`src/rtl/idc_pkg.sv`:
```
// Shared types and constants for the iterated dilation counter.
package idc_pkg;

  localparam int SIZE_W    = 9;
  localparam int STEP_W    = 16;
  localparam int PIX_W     = 32;
  localparam int IDX_W     = 16;
  localparam int ACT_W     = 2;
  localparam int REG_IDX_W = 2;

  localparam logic [ACT_W-1:0] ACT_LOAD = 2'd0;
  localparam logic [ACT_W-1:0] ACT_RUN  = 2'd1;
  localparam logic [ACT_W-1:0] ACT_READ = 2'd2;
  localparam logic [ACT_W-1:0] ACT_NOP  = 2'd3;

  localparam logic [REG_IDX_W-1:0] REG_STEP_COUNT = 2'd0;
  localparam logic [REG_IDX_W-1:0] REG_COLS       = 2'd1;
  localparam logic [REG_IDX_W-1:0] REG_ROWS       = 2'd2;

  localparam logic [PIX_W-1:0] PIX_MAX = 32'h7FFF_FFFF;

  typedef enum logic [2:0] {
    ST_IDLE,
    ST_SCAN,
    ST_SCAN_END,
    ST_DECIDE,
    ST_APPLY,
    ST_APPLY_END,
    ST_FINISH
  } state_t;

  // control for one scan position, issued with the pixel read
  typedef struct packed {
    logic valid;
    logic real_px;    // inside the active image, pixel is read
    logic col_ok;     // x below the active width
    logic first_col;  // x is zero
    logic top_row;    // y is zero
    logic center_ok;  // a center row (y - 1) exists
  } scan_ctl_t;

  typedef struct packed {
    logic we;
    logic grow;
  } mark_t;

endpackage

```
`src/rtl/idc_mark_unit.sv`:
```
// Neighborhood window and line buffer that produce the per-pixel grow marks.
module idc_mark_unit import idc_pkg::*; #(
  parameter int MAX_COLS = 256,
  localparam int XW = (MAX_COLS > 1) ? $clog2(MAX_COLS) : 1
) (
  input  logic          clk,
  input  logic          rst,
  input  scan_ctl_t     scan_in,
  input  logic [XW-1:0] scan_x,
  input  logic          nz_new,
  output mark_t         mark
);

  // per column: {nonzero of row y-2, nonzero of row y-1}
  logic [1:0]    lb [MAX_COLS];
  logic [1:0]    lb_q;
  scan_ctl_t     s1;
  logic [XW-1:0] x1;
  logic          ctr_p, ctr_pp, up_p, dn_p;
  logic [1:0]    lbv;
  logic          up_now, ctr_now;

  always_ff @(posedge clk) begin
    if (rst) begin
      s1 <= '0;
    end else begin
      s1 <= scan_in;
    end
  end

  always_ff @(posedge clk) begin
    x1 <= scan_x;
    if (scan_in.valid && scan_in.col_ok) begin
      lb_q <= lb[scan_x];
    end
    if (s1.valid && s1.col_ok) begin
      lb[x1] <= {ctr_now, nz_new};
    end
  end

  always_comb begin
    lbv     = s1.top_row ? 2'b00 : lb_q;
    up_now  = lbv[1];
    ctr_now = s1.col_ok ? lbv[0] : 1'b0;
  end

  // window over columns x-2, x-1, x of the center row
  always_ff @(posedge clk) begin
    if (s1.valid) begin
      ctr_pp <= s1.first_col ? 1'b0 : ctr_p;
      ctr_p  <= ctr_now;
      up_p   <= up_now;
      dn_p   <= nz_new;
    end
  end

  always_comb begin
    mark.we   = s1.valid && !s1.first_col && s1.center_ok;
    mark.grow = ctr_p | ctr_pp | ctr_now | up_p | dn_p;
  end

endmodule

```
`config.mk`:
```
export PLATFORM = sky130hd
export DESIGN_NAME = idc_mark_unit
export DESIGN_NICKNAME = d
export VERILOG_FILES = /design/src/rtl/idc_pkg.sv /design/src/rtl/idc_mark_unit.sv
export SDC_FILE = /design/constraint.sdc
export NUM_CORES = 1
export LEC_CHECK = 0
export BUFFER_PORTS_ARGS = -buffer_cell sky130_fd_sc_hd__buf_2
export CORE_ASPECT_RATIO = 0.7
export CORE_MARGIN = 2
export CORE_UTILIZATION = 38
export CTS_CLUSTER_SIZE = 10
export DETAILED_ROUTE_END_ITERATION = 8
export PLACE_DENSITY_LB_ADDON = 0.05
export SYNTH_ARGS = -nofsm -noshare
export SYNTH_HDL_FRONTEND = slang
export SYNTH_SLANG_ARGS = --single-unit
```
`constraint.sdc`:
```
create_clock -name clk -period 10.2 [get_ports clk]
set_clock_uncertainty 0.05 [all_clocks]
set_input_delay 0 -clock clk [delete_from_list [all_inputs] [get_ports clk]]
set_output_delay 0 -clock clk [all_outputs]
set_load 0.1 [all_outputs]
```
After elaboration in Yosys (flattened, before gate mapping)
Memory sizes are Yosys's and may differ from the RTL's. A register that Yosys moved wholly into a read port is not among the register bits.
Index checks and enable logic that the tools add are counted.
Operators by class
  muxes and demuxes: 4
  bitwise operators: 4
  reduce and logical (&&, ||, !) cells: 5
Operators by type and width (number)
  1-bit logical AND: 4
  1-bit two-way mux: 4
  1-bit OR: 4
  1-bit zero test: 1
Storage, ports and cells
  register bits: 17
  memory bits (writable): 512
  output and inout port bits: 2
  memories kept: 1
Memories
  lb: words 256, width 2, read ports 1, clocked after Yosys merged registers in 1, wr ports 1, RTL line idc_mark_unit.sv:15  | logic [1:0] lb [MAX_COLS];

Logic depth before layout (Yosys ltp)
Gate-level depths: netlist of run 1.
  depth after elaboration: 5
  gate-level depth with buffers: 11
  gate-level depth less buffers: 6

Worst setup path after synthesis of run 1
Ideal clock, no wire load.
  path kind: flip-flop to output port
  from: register s1[1] in the netlist's numbering
  to: output port mark[0] in the netlist's numbering
  data arrival time: 4.699 ns
  data required time: 10.150 ns
  path slack: 5.451 ns
  stages on the path, launching flop included: 3
  path buffers: 0
  path through: dfxtp_1 -> and3b_1 -> nand2b_1
RTL lines
  from (decl): RTL line idc_mark_unit.sv:17  | scan_ctl_t s1;
  from (signal assigned): RTL line idc_mark_unit.sv:27  | s1 <= scan_in;
  to (decl): RTL line idc_mark_unit.sv:11  | output mark_t mark

==> impl_summary.md, run 1 <==
Synthesis
Sequential elements use ~72% of the synthesized area. Of the total synthesized cell area, the portion taken by AND, OR, NAND and NOR gates is roughly 7.6%. The gate count after technology mapping is 1300. In this run, synthesis inferred 518 flip-flops with an integrated enable. The share of synthesized area in the top cell type comes to a little under three quarters. Summing the areas of all fa, ha and maj instances in the mapped netlist gives 0% of the synthesized area. The synthesized netlist devotes around 3.8% of its cell area to compound gates.

Yosys instantiated no cell more often than sky130_fd_sc_hd__edfxtp_1. The number of warnings issued by yosys is 0. The post-synthesis instance area is ~22000 um^2. Yosys attributes the largest share of cell area to sky130_fd_sc_hd__edfxtp_1 71%, sky130_fd_sc_hd__mux4_2 7.5%, sky130_fd_sc_hd__nor2_1 4.6%.

By area, the combinational part of the netlist is dominated by multiplexers. The share of the synthesized netlist area taken by xor and xnor gates is 0%. After synthesis, the most frequently instantiated cells are 518 x sky130_fd_sc_hd__edfxtp_1, 271 x sky130_fd_sc_hd__nor2_1, 73 x sky130_fd_sc_hd__mux4_2. Synthesis instantiated 57 different standard cells from the library. The number of nets handed over by synthesis was about 1300.

The synthesized design spends more area on one cell type than any other, namely sky130_fd_sc_hd__edfxtp_1. The top flip-flop cell by instance count after synthesis is sky130_fd_sc_hd__edfxtp_1. Of all flip-flops after synthesis, the portion carrying an async set or reset was 0%. The mean area per synthesized cell is ~17 um^2.

Synthesis inferred around 530 register bits. The mux contribution to synthesized area is 13.52%.

Power
IR analysis of the VDD net gives a maximum drop of ~140 uV. The clock network accounts for approximately 43% of the total power. In this run switching power makes up ~22% of total power. The combinational fraction of design power is under 10%. The internal power contribution is approximately 0.0036 W.

In this run the power spent charging and discharging nets is between 0.0009 and 0.001 W. Sequential cells account for between 50% and 60% of the total power. The leakage component of the power is 7.949 nW. For this design the ratio of total power to cell area is 187.4 nW/um^2.

Floorplan
Pin placement for this block handled 19 I/O pins. The initial utilization of the core area, before any placement, comes to 38.51%. The full die area is 59630 um^2. The standard-cell row count is between 70 and 80. Measured along the y axis, the die boundary spans between 200 and 250 um.

The die span in x is 291.0 um. The area of the placeable core is between 50000 and 60000 um^2.

Critical path
The critical path starts at scan_x[1]. The data arrival time of the critical path is just under 4 ns. The most repeated library cell on the critical path is sky130_fd_sc_hd__buf_4. The worst setup slack for register-to-register paths is ~7.0 ns. The number of buffer and inverter stages on the critical path is 3.

The worst flop-to-flop path startpoint is s1[5]. The kind of cell with the highest combined delay on the critical path is buffers and inverters. The endpoint identified for the worst register-to-register timing path is lb[193][1]. The path depth of the worst reg2reg path is 3. The kind of launch point of the worst setup path is a primary input.

Of all nets on the critical path, the largest fanout is 43. The signal on the critical path passes through dlygate4sd3_1, buf_4, nand3_1, buf_4, o221ai_1, a21oi_1, a211oi_1, a311oi_1, nor4_1. The worst setup path category is in -> reg. Data on the critical path is required at its endpoint by approximately 10 ns. The worst setup path is captured at a register. The master of the slowest instance on the critical path is sky130_fd_sc_hd__nor4_1. In this design, the stage delay of the slowest critical-path cell is around 0.8 ns.

Timing
In the post-route analysis, the smallest setup slack over all paths is roughly 6.5 ns. Setup repair after global routing left no endpoint under its margin. The setup violation total in the final timing report is 0.

The number of hold-slack violations in the final timing report is 0. The number of slew-limit violations in the final report is 0. The final critical-path required period is about 3.7 ns. The total negative slack for setup checks is 0 ns. In the finished design, the share of the clock period the worst path needs comes to a little over a third.

The remaining max-slew budget at the tightest pin is between 20 and 30%. The fmax is ~270 MHz. For the pin with the worst max-slew slack, the measured transition is about 1.1 ns.

Placed design
The worst slack at placement is 6.368 ns. The number of instances in the placed design is between 1500 and 2000. Routability-driven placement finished with a final weighted congestion of 0.7493. After legalization and detailed placement, the total HPWL measured around 34000 um. Buffers placed on the I/O ports in this run total 17.

Clock network
The number of buffers inserted during clock tree synthesis is 59. The CTS tree is done. The number of buffers on the longest clock path is 3.

The number of clock sinks is between 500 and 600. The total number of H-tree levels is 2. Clock tree synthesis selected as its root buffer the cell sky130_fd_sc_hd__clkbuf_16. Clock-pin slew was measured on the worst setup and hold paths at approximately 0.05 ns. The clock latency of the later-clocked register in the worst-skew pair is between 0.6 and 0.7 ns. The post-CTS setup buffer count is 0.

Global routing
Summed over all layers, the global routing overflow is 0. The global-route wire length before repair is 87040 um. Entering global routing, the biggest net connects between 150 and 200 pins. The overall routing resource usage is 20.32%.

The number of global-route vias before repair is between 10000 and 15000. The initial antenna violation count is 5.

Min path
The number of cells traversed by the worst hold path is 3. The launch point of the worst hold path is rst. In this run the worst hold path is classified as in -> reg. The worst hold endpoint is s1[0].

Final layout
In the final layout, the share of cells above drive strength 1 is 14.46%. The net count of the finished layout is about 1300. The area growth from synthesis to layout is 11.48%. The number of standard cells in the layout, taps in and fillers out is 2119. The repair_antennas step left the layout with diodes totalling 0. At the end of the flow the core is filled with cells to 42.93%.

Detailed routing
The overall via count from detail_route is between 10000 and 15000. In the routed layout, each cell is associated on average with a via count of 5.592. For this run, design rule violations remaining after detail routing come to 0. The number of iterations in the first detailed-routing pass is 5. The routed wire length is 60050 um. The count of routing violations after the opening detailed-route iteration is roughly 1100. After detailed routing, the average wire length per cell comes to between 20 and 30 um. Once detail routing completed, the nets flagged for antenna violations numbered 0.

Flow run
Max-cap violations in this run came to 0.

Status
The flow ran to the end, and the final reports show no timing, DRC or antenna violations.
-- per-stage QoR --
| stage | instance area [um^2] | hold slack (ns) | total power (W) |
|---|---|---|---|
| after floorplan | 21910 | -0.02228 | 0.002576 |
| after global placement | 22560 | 0.1745 | 0.002651 |
| after detailed placement | 22560 | 0.1766 | 0.002652 |
| after CTS | 24430 | 0.07991 | 0.004619 |
| after global routing | 24430 | 0.1139 | 0.004716 |
| final | 24430 | 0.1150 | 0.004577 |
-- placed cells by master, fill, tap and decap left out, types with 11 or more instances in the layout --
master	synthesis	routed
sky130_fd_sc_hd__edfxtp_1	518	518
sky130_fd_sc_hd__nor2_1	271	270
sky130_fd_sc_hd__mux4_2	73	73
sky130_fd_sc_hd__clkbuf_16	0	61
sky130_fd_sc_hd__mux2i_1	59	59
sky130_fd_sc_hd__clkbuf_1	47	46
sky130_fd_sc_hd__nand2_1	37	37
sky130_fd_sc_hd__mux4_1	23	23
sky130_fd_sc_hd__nand3_1	27	21
sky130_fd_sc_hd__a21oi_1	21	21
sky130_fd_sc_hd__o221ai_1	20	20
sky130_fd_sc_hd__buf_4	3	19
sky130_fd_sc_hd__nor2b_1	18	16
sky130_fd_sc_hd__dlygate4sd3_1	0	14
sky130_fd_sc_hd__buf_2	13	14
sky130_fd_sc_hd__dfxtp_1	13	13
sky130_fd_sc_hd__a211oi_1	12	12
sky130_fd_sc_hd__mux2_2	11	11
-- cell families after synthesis --
| group | count (synthesis) |
|---|---|
| DFF | 531 |
| and+or+nand+nor | 392 |
| muxes | 166 |
| AOI/OAI and AO/OA | 112 |
| buffers and inverters | 99 |
-- how the worst max path moves through the flow --
stage | end | slack [ns] | depth (start not counted)
finish | lb_q[0] | 6.51 | 9
global route | lb_q[0] | 6.43 | 9
CTS | lb_q[0] | 6.59 | 9
detailed placement | lb_q[1] | 6.37 | 7
global placement | lb_q[1] | 6.36 | 7
floorplan | mark[0] | 5.45 | 2
-- layout make-up --
cell class                      count  area, um^2
Tap cell                          750       938.4
Clock buffer                      109        1727
Clock inverter                      1       5.005
Timing Repair Buffer               51       419.2
Inverter                            7       26.28
Fill cell                        5135       32470
Multi-Input combinational cell    670        5499
Sequential cell                   531       15820
-- routing by layer --
metal | track usage, % | wire length, um
met3 | 3.515 | 3319
met2 | 29.96 | 25750
met1 | 31.25 | 29880
met4 | 4.793 | 1085
met5 | 0 | 13
-- tightest hold or removal path: cells and delay by family --
family / cells / cell delay [ns]
buffers and inverters: 2 / 0.66
and+or+nand+nor: 1 / 0.05
-- sequential cells by signal, summed over array words and instances (netlist names) --
register	flops
up_p	1
s1	5
x1	8
ctr_p	1
ctr_pp	1
lb	512
lb_q	2
dn_p	1
-- power groups by stage --
stage               combinational, W  clock [W]  sequential, W
finish                      0.000209    0.00197        0.00240
CTS                         0.000213    0.00201        0.00240
detailed placement          0.000208          0        0.00244
floorplan                   0.000132          0        0.00244
global route                0.000225    0.00209        0.00240
global placement            0.000208          0        0.00244
-- timing repair --
item                      4_1_cts  5_1_grt
hold endpoints to repair       69        0
resized for setup               0        0
hold buffers                   14        0
No activity file was read; power rests on OpenSTA's default activity.
==> run 2: changes to the inputs <==
Clock period 10.2 ns to 3 ns, I/O delays scaled along.
==> run 2 against run 1 <==
Effect of this change:
- clock power rose to 3.3 times the previous value
- setup slack worse by 6.1 ns
- total power rose to 3.4 times the previous value
- sequential share of layout area down 1.5 points
- utilization up 1.0 points
- combinational power rose to 3.8 times the previous value
- routed wire length up 0.75%
- register-to-register slack worse by 6.6 ns
- cell count up 2.5%
- highest routed layer is now met4
==> impl_summary.md, run 2 (synthesis results as in run 1) <==
Clock network
The number of buffers on the longest clock path is 3. Hold repair after CTS inserted 16 buffers. The total number of H-tree levels is 2. The CTS tree is done. Post-CTS timing repair inserted 0 buffers for setup.

The register clock-pin slew on the reported worst setup and hold paths is ~0.060 ns. Buffers inserted during clock tree synthesis total ~60. The number of clock sinks is approximately 530. The count of cells resized by post-cts repair is 0. The cell at the root of the clock tree is sky130_fd_sc_hd__clkbuf_16.

The clock latency of the later-clocked register in the worst-skew pair is 0.61 ns.

Min path
The worst hold endpoint is s1[5]. The launch point of the worst hold path is rst. The path type of the worst min-delay path is in -> reg.

Counting instances, the worst hold path has a depth of 3.

Global routing
The overall routing resource usage is between 20% and 30%. The maximum number of pins on one net before global-route repair is 92. The leftover overflow at the end of global routing is 0.

The number of global-route vias before repair is around 12000. The initial antenna violation count came to 1. The first global-routing pass estimated between 80000 and 90000 um of wire.

Placed design
Before CTS, the worst setup slack after placement is around 0.41 ns. Routability-driven placement finished with a final weighted congestion of slightly below 0.8. During placement, the flow inserted port buffers numbering 17.

Once detailed placement completed, the half-perimeter wirelength came to around 38000 um.

Detailed routing
The routed layout has 12000 vias. In this run, the number of DRC markers left after iteration 0 of detailed routing was around 1000. The count of nets left with antenna violations once routing finished came out at 0.

After detailed routing, the average wire length per cell comes to 27.84 um. The number of iterations in the first detailed-routing pass is 5. For this run, design rule violations remaining after detail routing come to 0.

After detailed routing, the number of vias per cell comes to around 5.5. For this block, the routed nets add up to 60500 um of wire.

Final layout
Ranked by flip-flop count, first place goes to lb. The multi-input combinational cells in the finished layout cover a total of 5464 um^2. Counting the fill cells in the layout gives between 5000 and 6000. The area growth from synthesis to layout is 14.07%.

The total area of sequential cells is between 15000 and 20000 um^2. The number of flip-flops under the largest register name is roughly 510. The most common cell after layout, fill and taps aside is sky130_fd_sc_hd__edfxtp_1. Cells with a size suffix above 1 make up between 15 and 20% of the layout. At the end of the flow, the number of nets in the layout was about 1400.

The top cell types in the final layout, fill and taps aside, are 518 x sky130_fd_sc_hd__edfxtp_1, 271 x sky130_fd_sc_hd__nor2_1, 73 x sky130_fd_sc_hd__mux4_2. The number of antenna diodes in the final layout is 0. The largest registers in the layout are lb (512), x1 (8), s1 (5).

Timing
The worst hold-check slack is roughly 0.12 ns. Setup violations remaining at the end of the flow were counted as 0. The final period utilization is ~87%. Setup repair after global routing left no endpoint under its margin. The number of slew-limit violations in the final report is 0. For the finished layout, the period the worst path requires is 2.619 ns.

The measured slew at the worst slew-check pin is 0.7843 ns. The worst path meets setup with between 0.3 and 0.4 ns of slack. The worst pin sits at a relative slew slack of 47.59%. Setup total negative slack on the finished layout was measured at 0 ns.

The number of hold-slack violations in the final timing report came to 0. The fmax is between 300 and 400 MHz.

Critical path
The path depth of the worst reg2reg path is 6. Traced cell by cell, the critical path runs through dlygate4sd3_1, buf_8, buf_12, buf_12, mux4_2, nand2_1, and3_1, a2111oi_0, nor4_1, buf_4, a311oi_1. The data arrival time of the critical path is a little under 3 ns. The top fanout value on the critical path is 19. STA classifies the critical path startpoint as a primary input. The delay of the slowest cell on the worst path is about 0.56 ns.

The worst setup slack for register-to-register paths is between 0.4 and 0.5 ns. At the worst endpoint, the required time is around 3.3 ns. The kind of cell with the highest combined delay on the critical path is buffers and inverters. The most repeated library cell on the critical path is sky130_fd_sc_hd__buf_12. The endpoint type of the worst setup path is a register. On the critical path, the stage with the largest delay is an instance of sky130_fd_sc_hd__dlygate4sd3_1. The worst register-to-register path begins at lb[11][1].

The worst setup path category is in -> reg. The number of buffers and inverters on the critical path is 5. The capture point of the worst reg-to-reg path is lb_q[1].

Power
The analysis attributes to cell leakage a power of around 8.3 nW. The design draws approximately 0.015 W. The peak ir drop on the vdd network is 358.0 uV. The total power per unit cell area is between 600 and 700 nW/um^2.

Floorplan
During I/O placement, the number of pins put on the boundary was 19. In this run the vertical extent of the chip is between 200 and 250 um. The initial core utilization is about 39%. The initialized floorplan defines 73 standard-cell rows. The full die area is around 60000 um^2.

After floorplanning, the core was sized to cover 56900 um^2. The die is approximately 290 um wide.

Flow run
The count of maximum capacitance violations is 0.

Status
The flow ran to the end, and the final reports show no timing, DRC or antenna violations.
-- run 2: tightest hold or removal path: cells and delay by family --
kind	cells	cell delay, ns
buf+inv	2	0.66
simple gates	1	0.05
-- run 2: final cells by class --
type,instances,area share (%)
inverters,7,0.1051
repair buffers,115,4.420
multi-input cells,670,21.86
clock buffers,96,6.462
clock inverters,4,0.1351
well taps,750,3.754
flip-flops and latches,531,63.27
-- run 2: worst max-delay path by stage --
stage	cells after the start	slack [ns]	end	startpoint
2_1_floorplan	2	0.41	mark[0]	s1[1]
3_3_place_gp	9	0.40	lb_q[0]	scan_x[0]
3_5_place_dp	9	0.41	lb_q[0]	scan_x[0]
4_1_cts	6	0.45	lb_q[1]	lb[8][1]
5_1_grt	11	0.24	lb_q[1]	scan_x[0]
6_report	11	0.38	lb_q[1]	scan_x[0]
-- run 2: power by group --
part           internal, W  switching, W  leakage, nW
Sequential         0.00814     0.0000174         5.22
Clock              0.00363       0.00280        0.784
Combinational     0.000292      0.000494         2.27
-- run 2: metrics by stage --
step | instance area [um^2] | utilization, % | std cells
after detailed placement | 23190 | 40.75 | 2057
final | 25000 | 43.93 | 2173
after CTS | 25000 | 43.93 | 2173
after global routing | 25000 | 43.93 | 2173
after global placement | 23190 | 40.75 | 2057
after floorplan | 21920 | - | 1300
-- run 2: per-layer routing --
metal	vias to the layer above	track usage (%)	wire (um)
met1	6228	31.85	29910
met5	-	0	0
met2	401	29.39	25400
met3	85	4.600	4046
li1	5288	-	-
met4	0	4.737	1142
==> run 3: changes to the inputs <==
Settings changed: CORE_UTILIZATION 38 to 50, CTS_BUF_LIST set to sky130_fd_sc_hd__clkbuf_8.
==> run 3 against run 2 <==
Effect of this change:
- die area fell by 24%
- routed wire length fell by 6.9%
- non-clock buffer count fell by 4
- global-route usage rose by 4.8 points
- via count rose by 2.2%
- utilization rose by 12 points
- sequential cell count did not move
- setup slack improved by 0.046 ns
- sequential power barely moved
==> impl_summary.md, run 3 (synthesis results as in run 1) <==
Detailed routing
The count of nets left with antenna violations after detail routing is 0. The residual DRC count is 0. The overall via count from detail_route is approximately 12000.

The number of iterations in the first detailed-routing pass is 5. The routed wire length is roughly 56000 um. The count of routing violations after the opening detailed-route iteration is 1365. Dividing the detail-routed wire length by the instance count gives ~27 um. Dividing the detail-routed via count by the number of cells gives between 5 and 6.

Clock network
The clock latency of the later-clocked register in the worst-skew pair is ~0.64 ns. The count of cells resized by post-cts repair is 0. The cell at the root of the clock tree is sky130_fd_sc_hd__clkbuf_8.

The number of clock sinks is 531. The clock passes through at most 3 buffers. The register clock-pin slew on the reported worst setup and hold paths is approximately 0.060 ns. TritonCTS built the clock tree. The total number of H-tree levels is 3. Counting the buffers created by CTS gives 82.

Timing
The measured slew at the worst slew-check pin is around 0.84 ns. Dividing the final minimum period by the clock period gives a little under nine tenths. The number of slew-limit violations in the final report is 0. The remaining max-slew budget at the tightest pin is between 40 and 50%. The routed design could run at a clock period as short as 2.572 ns. The least setup slack across all paths after layout is 0.4277 ns.

Static timing analysis puts the maximum clock frequency at 388.8 MHz. The total negative slack for setup checks is 0 ns. Setup repair after global routing left no endpoint under its margin. Setup violations remaining at the end of the flow were counted as 0. The number of hold-slack violations in the final timing report was 0.

Placed design
OpenSTA, run right after detailed placement, puts the worst setup slack at roughly 0.46 ns. Including well taps, the total number of placed cells is approximately 1900. The last weighted congestion value of the routability-driven placer is 0.8234. The HPWL after detailed placement is roughly 35000 um. The count of port buffers added during placement is 17. The placed instance area is ~23000 um^2.

Global routing
The initial antenna violation count is 0. The first global-routing pass estimated 81150 um of wire. The overall routing resource usage is 25.37%. The maximum number of pins on one net before global-route repair is between 100 and 150.

The total overflow left after global routing is 0. The number of global-route vias before repair is ~12000.

Critical path
In this run the worst path has a maximum fanout of 21. The endpoint type of the worst setup path is a register. The kind of launch point of the worst setup path is a primary input. At the worst endpoint, the arrival time is 2.90 ns. The worst setup path category is in -> reg. STA puts the critical path data required time at roughly 3.3 ns.

Status
The flow ran to the end, and the final reports show no timing, DRC or antenna violations.

Final layout
The register with the most flip-flops in the layout has between 500 and 600 of them. The repair_antennas step left the layout with diodes totalling 0. The filler cells instantiated in the layout total about 3500. The largest registers in the layout are lb (512), x1 (8), s1 (5). In the layout the commonest cells are 518 x sky130_fd_sc_hd__edfxtp_1, 271 x sky130_fd_sc_hd__nor2_1, 85 x sky130_fd_sc_hd__clkbuf_8. The net count of the finished layout is approximately 1400. Once layout is complete, the cells apart from fillers number 2051. Summing all non-filler instances in the final layout gives an area of 24420 um^2.

More flip-flops sit in one register than any other, and that register is lb. The fraction of the core area covered by cells at the end of the flow is a little under three fifths. Summing all flip-flop and latch instances after layout gives 15820 um^2.

The total area of multi-input combinational cells is 5464 um^2. The fraction of layout cells with a size suffix above 1 is about a fifth. The most common cell after layout, fill and taps aside is sky130_fd_sc_hd__edfxtp_1. The layout-stage area growth over the synthesis result is 11.43%.

Floorplan
Row generation in the floorplan step produced 64 rows. The die height is approximately 180 um. In this run the count of I/O pins placed on the die edge is 19. The die covers 45540 um^2. The die span in x is between 200 and 300 um.

For this configuration, the core starts out at a cell density of between 50% and 60%. The core region is ~43000 um^2.

Min path
The path type of the worst min-delay path is in -> reg.

Power
The peak ir drop on the vdd network is roughly 370 uV. The total power per unit cell area is 585.5 nW/um^2. Summed over all cells, the static leakage comes to between 8 and 9 nW.

Flow run
Across the run, the number of max-cap violations was 0.
[run 3: cell count changes in the layout (fill, tap and decap cells not counted), sizes merged]
| cell | change |
|---|---|
| buf | -2 |
| dlygate4sd3 | -2 |
| inv | +29 |
| clkinvlp | +1 |
| clkbuf | -11 |
| clkinv | +19 |
[run 3: timing repair]
item                                   in CTS  in global routing
buffers inserted                            0                  0
hold buffers                               14                  0
endpoints found under the hold margin     271                  0
[run 3: final cells by class]
| type | count | share of cell area [%] |
|---|---|---|
| multi-input cells | 670 | 22.38 |
| clock inverters | 53 | 0.9377 |
| inverters | 7 | 0.1076 |
| clock buffers | 85 | 4.791 |
| flip-flops and latches | 531 | 64.77 |
| well taps | 594 | 3.044 |
| repair buffers | 111 | 3.971 |
[run 3: power by group]
| group | internal [W] | total [W] | switching [W] |
|---|---|---|---|
| clock | 0.00261 | 0.00539 | 0.00278 |
| combinational | 0.000276 | 0.000752 | 0.000475 |
| sequential | 0.00814 | 0.00815 | 0.0000184 |
[run 3: layer usage]
layer | vias up | wire, um | track usage, %
met3 | 87 | 4414 | 6.069
met2 | 484 | 24730 | 36.44
met5 | - | 0 | 0
li1 | 5329 | - | -
met1 | 6369 | 26100 | 38.73
met4 | 0 | 1093 | 7.010
[run 3: final timing paths]
| kind | start | end | slack (ns) | depth (start not counted) |
|---|---|---|---|---|
| max | scan_x[0] | lb_q[0] | 0.43 | 10 |
| max reg2reg | lb[109][1] | lb_q[1] | 0.65 | 7 |
| min reg2reg | s1[2] | ctr_pp | 0.46 | 1 |
| min | scan_in[0] | s1[0] | 0.08 | 3 |
[run 3: critical path, cell delays in order]
cell	delay, ns
sky130_fd_sc_hd__dlygate4sd3_1	0.56
sky130_fd_sc_hd__buf_8	0.31
sky130_fd_sc_hd__buf_4	0.31
sky130_fd_sc_hd__mux2i_1	0.56
sky130_fd_sc_hd__o22ai_1	0.13
sky130_fd_sc_hd__a2111oi_0	0.37
sky130_fd_sc_hd__buf_4	0.18
sky130_fd_sc_hd__a22o_1	0.15
sky130_fd_sc_hd__a32o_1	0.21
sky130_fd_sc_hd__nor4_1	0.07
[run 3: stage by stage]
stage               hold slack (ns)  total power (W)
floorplan                  -0.02228         0.008752
detailed placement           0.1684         0.009043
global route                0.06331          0.01476
finish                      0.07584          0.01430
global placement             0.1725         0.009042
CTS                         0.02344          0.01440
